--- src/hw/rtl/mcit_pkg.sv ---
// Package for the multi-channel interval timer: action and status codes, item types.
// Used by every file in hw/rtl except mcit_divider.
package mcit_pkg;
	localparam int ChannelsDefault = 8;
	localparam int MaxReports = 8;
	localparam int QueueDepth = 2;

	localparam logic [2:0] ACT_TICK   = 3'd0;
	localparam logic [2:0] ACT_CONFIG = 3'd1;
	localparam logic [2:0] ACT_START  = 3'd2;
	localparam logic [2:0] ACT_STOP   = 3'd3;
	localparam logic [2:0] ACT_PERIOD = 3'd4;
	localparam logic [2:0] ACT_QUERY  = 3'd5;

	localparam logic [2:0] ST_OK          = 3'd0;
	localparam logic [2:0] ST_BAD_CHANNEL = 3'd1;
	localparam logic [2:0] ST_BAD_PERIOD  = 3'd2;
	localparam logic [2:0] ST_RUNNING     = 3'd3;
	localparam logic [2:0] ST_NOT_RUNNING = 3'd4;

	typedef struct packed {
		logic [2:0]  action;
		logic [2:0]  channel;
		logic [31:0] period_value;
		logic        repeat_mode;
		logic [63:0] now_us;
	} cmd_t;

	typedef struct packed {
		logic        kind;
		logic [2:0]  source_channel;
		logic [2:0]  status;
		logic [31:0] expiry_count;
		logic [31:0] remaining;
		logic        last;
	} res_t;
endpackage

--- src/hw/rtl/mcit_front.sv ---
// Front end: accepts items, drops undefined actions, queues the rest.
// Depends on mcit_pkg.
module mcit_front import mcit_pkg::*; (
	input  logic clk,
	input  logic arst_n,
	input  logic in_valid,
	output logic in_ready,
	input  cmd_t in_item,
	output logic q_valid,
	input  logic q_ready,
	output cmd_t q_item
);
	localparam int PW = $clog2(QueueDepth);
	cmd_t            mem_q [QueueDepth];
	logic [PW-1:0]   wp_q, rp_q;
	logic [PW:0]     cnt_q;
	logic            push, pop;

	assign in_ready = (cnt_q != (PW+1)'(QueueDepth));
	// undefined actions are taken and dropped here
	assign push = in_valid && in_ready && (in_item.action <= ACT_QUERY);
	assign q_valid = (cnt_q != '0);
	assign pop = q_valid && q_ready;
	assign q_item = mem_q[rp_q];

	always_ff @(posedge clk) begin
		if (push) mem_q[wp_q] <= in_item;
	end

	always_ff @(posedge clk or negedge arst_n) begin
		if (!arst_n) begin
			wp_q <= '0; rp_q <= '0; cnt_q <= '0;
		end else begin
			if (push) wp_q <= wp_q + 1'b1;
			if (pop) rp_q <= rp_q + 1'b1;
			cnt_q <= cnt_q + (PW+1)'(push) - (PW+1)'(pop);
		end
	end

`ifndef SYNTHESIS
	a_no_overflow: assert property (@(posedge clk) disable iff (!arst_n)
		cnt_q == (PW+1)'(QueueDepth) |-> !push) else $error("queue overflow");
	a_no_underflow: assert property (@(posedge clk) disable iff (!arst_n)
		cnt_q == '0 |-> !pop) else $error("queue underflow");
	a_cnt_step: assert property (@(posedge clk) disable iff (!arst_n)
		push && !pop |=> cnt_q == $past(cnt_q) + 1'b1) else $error("count slip");
`endif
endmodule

--- config.mk ---
export PLATFORM = sky130hd
export DESIGN_NAME = mcit_front
export DESIGN_NICKNAME = d
export VERILOG_FILES = /design/src/hw/rtl/mcit_pkg.sv /design/src/hw/rtl/mcit_front.sv
export SDC_FILE = /design/constraint.sdc
export NUM_CORES = 1
export LEC_CHECK = 0
export BUFFER_PORTS_ARGS = -buffer_cell sky130_fd_sc_hd__buf_2
export CAP_MARGIN = 20
export CORE_ASPECT_RATIO = 0.9
export CORE_MARGIN = 5
export CORE_UTILIZATION = 52
export DETAILED_ROUTE_END_ITERATION = 8
export GPL_ROUTABILITY_DRIVEN = 0
export PLACE_DENSITY = 0.8
export SLEW_MARGIN = 20
export SYNTH_ARGS = -nofsm -noshare
export SYNTH_HDL_FRONTEND = slang
export SYNTH_SLANG_ARGS = --single-unit
--- constraint.sdc ---
create_clock -name clk -period 6.3 [get_ports clk]
set_clock_uncertainty 0.2 [all_clocks]
set_input_delay 1.89 -clock clk [delete_from_list [all_inputs] [get_ports clk]]
set_output_delay 1.89 -clock clk [all_outputs]
set_load 0.02 [all_outputs]
==> metrics.cfg <==
[final_layout]
finalNetCount=681
drive_gt1_share_pct=59.9
fin_area_mm2=0.00980
layout.cells.non_filler=784
fill_cells=1023
antennaDiodeCount=0
area_growth_pct=23.9

[clock_tree]
cts_buffers=22
cts_max_level=1
clkTransAtPathRegs_ps=50
ctsHoldBuffers=0
tritoncts=built
post_cts_buffers=0
clock_latency_ps=480
cts-resized-gates=0
cts_num_sinks=210
clockRootBuffer=clkbuf_16
clk_path_buf_depth=3

[power_and_ir_drop]
vdd_drop_max_mv=0.320
p_leak_nw=3.83
cellPowerDensity_mw_per_mm2=463

[sta]
finalSetupViolCount=0
drv_slew=0
final_hold_viol_count=0
grt_setup_unrepaired=no
min_period_ps=4640
final.setup.tns_ps=0
finalCritPeriodShare_pct=73.6
relSlewSlack_pct=32.0
fmax_mhz=216
tightest_slew_ps=1020

[logic_synthesis]
netlist_instances=345
synth_fa_ha_area_share_pct=0.158
syn_nets=453
synth_top_area_share_pct=78.1
ys_ff_latch=210
synth-compound-area-share_pct=0.427
synthMuxAreaShare_pct=17.5
netlist.top_cell.by_area=edfxtp_1
synth-simple-area-share_pct=0.743
netlist_area_mm2=0.00792
ys_seq_area_share_pct=79.4
syn_area_per_cell_um2=22.9
ys_top_cells_by_area=edfxtp_1, mux2_4, mux2_2
synth_top_family_by_area=multiplexers
synth_cell_types=22
yosys_warnings=0
synth_xor_area_share_pct=0.332

[floorplan]
dieArea_mm2=0.0178
rows=42
core_area_mm2=0.0148
die_w_um=140
ioPinCount=212
start_util_pct=53.4
die_h_um=127

[detailed_routing]
via_per_inst=5.02
drtIter0Drc=202
ant_nets=0
num_vias=3932
post-route-drc-count=0
wirelength_um=14400
avgRoutedWirePerCell_um=18.3
drtPass1Iterations=4

[setup_path]
cpLargestDelayFamily=flip-flops
crit_slowest_cell=dfrtp_4
cp.buffers_inverters=2
reg2reg_depth=4
critPathKind=register to output pin
cpPeakStageDelay_ps=1090
r2r-start=cnt_q[0]
end_kind=output pin
cp-start-kind=register
cp_cell_sequence=buf_12 > mux2_2 > buf_2
timing.rr.end=mem_q[0][95]
cp_data_arrival_time_ps=2550
required_ps=4210
rrSetupSlack_ps=3730
cp_max_fo=62

[worst_hold_path]
min_path_type=register to register
holdCritStartpoint=wp_q
holdPathStages=1
holdPathEnd=wp_q

[status]
run_status=finished, final reports clean

[grt]
grt-ovfl-total=0
grtUsageTotal_pct=15.5
grt_max_degree=63
antenna_found_initial=0
grt_pass1_wl_um=22300
grt_pass1_vias=4269

[placement]
placed_area_mm2=0.00917
dp.cells=747
hpwl_um=9770
io_buffers=211

[run]
drv_cap=0

## synth_stat cells (all sizes together)
library cell	count
nor3	1
a211oi	1
edfxtp	206
nor2	2
a21oi	2
mux2	103
ha	1
xor2	1
nand3	1
or2	1
nor2b	1
nand2b	1
nand2	3
buf	12
a21boi	1
dfrtp	4
o21ai	1
and3	1
xnor2	2
## registers in the layout (all words and copies together) (netlist names)
register and flops:
cnt_q 2, rp_q 1, wp_q 1, mem_q 206
## power by group
part,total [W],switching (W),leakage (nW),internal (W)
registers,0.00199,0.000162,1.95,0.00183
logic,0.00143,0.000785,1.57,0.000645
clock network,0.00112,0.000459,0.311,0.000658
total,0.00454,0.00141,3.83,0.00313
## cell usage in the layout (no fill, tap or decap)
cell / n
mux2_2: 43
edfxtp_1: 206
nand3_1: 1
nor2_1: 1
mux2_4: 60
nand2b_1: 1
buf_4: 4
nor3_2: 1
a21boi_2: 1
a21oi_1: 2
nor2b_1: 1
a211oi_1: 1
xnor2_1: 2
or2_2: 1
dfrtp_4: 1
clkbuf_16: 23
nor2_4: 1
dfrtp_1: 3
nand2_1: 3
o21ai_0: 1
clkbuf_1: 4
xor2_1: 1
buf_2: 211
clkinv_2: 3
buf_12: 1
clkinv_1: 7
and3_4: 1
ha_1: 1
## layer usage
metal	GRT usage, %	part of all wire [%]	wire (um)
met2	26.4	49	6980
met4	3.19	1.7	247
met5	0	0	0
met1	19.9	40	5760
met3	5.19	9.7	1390
## cells by family (layout without fill, tap and decap cells)
group | after synthesis | count (layout)
mux | 103 | 103
fa+ha+maj | 1 | 1
flops | 210 | 210
simple gates | 11 | 11
buf+inv | 12 | 253
compound gates | 5 | 5
xor+xnor | 3 | 3
## stage by stage
stage	total power (W)	utilization (%)	hold slack [ps]	setup slack, ps
after floorplan	0.00308	-	278	764
after CTS	0.00461	66.2	383	1630
after global placement	0.00343	61.9	345	2100
after detailed placement	0.00347	61.9	370	2020
after global routing	0.00476	66.2	415	1550
final	0.00454	66.2	384	1660
## worst max-delay path by stage
stage | start | end | slack (ps) | depth (start not counted)
3_5_place_dp | in_item[102] | mem_q[0][86] | 2020 | 5
6_report | rp_q | q_item[90] | 1660 | 3
5_1_grt | rp_q | q_item[96] | 1550 | 3
2_1_floorplan | in_valid | mem_q[0][0] | 760 | 3
4_1_cts | rp_q | q_item[96] | 1630 | 3
3_3_place_gp | in_item[102] | mem_q[0][87] | 2100 | 5
## area by class of cell
| class | instances | area (um^2) | share of cell area (%) |
|---|---|---|---|
| repair buffers | 216 | 1110 | 11.3 |
| clock inverters | 10 | 41.3 | 0.421 |
| clock buffers | 27 | 591 | 6.02 |
| multi-input cells | 123 | 1530 | 15.6 |
| flip-flops and latches | 210 | 6290 | 64.2 |
| well taps | 198 | 248 | 2.53 |
Power figures use the tool's default switching activity.
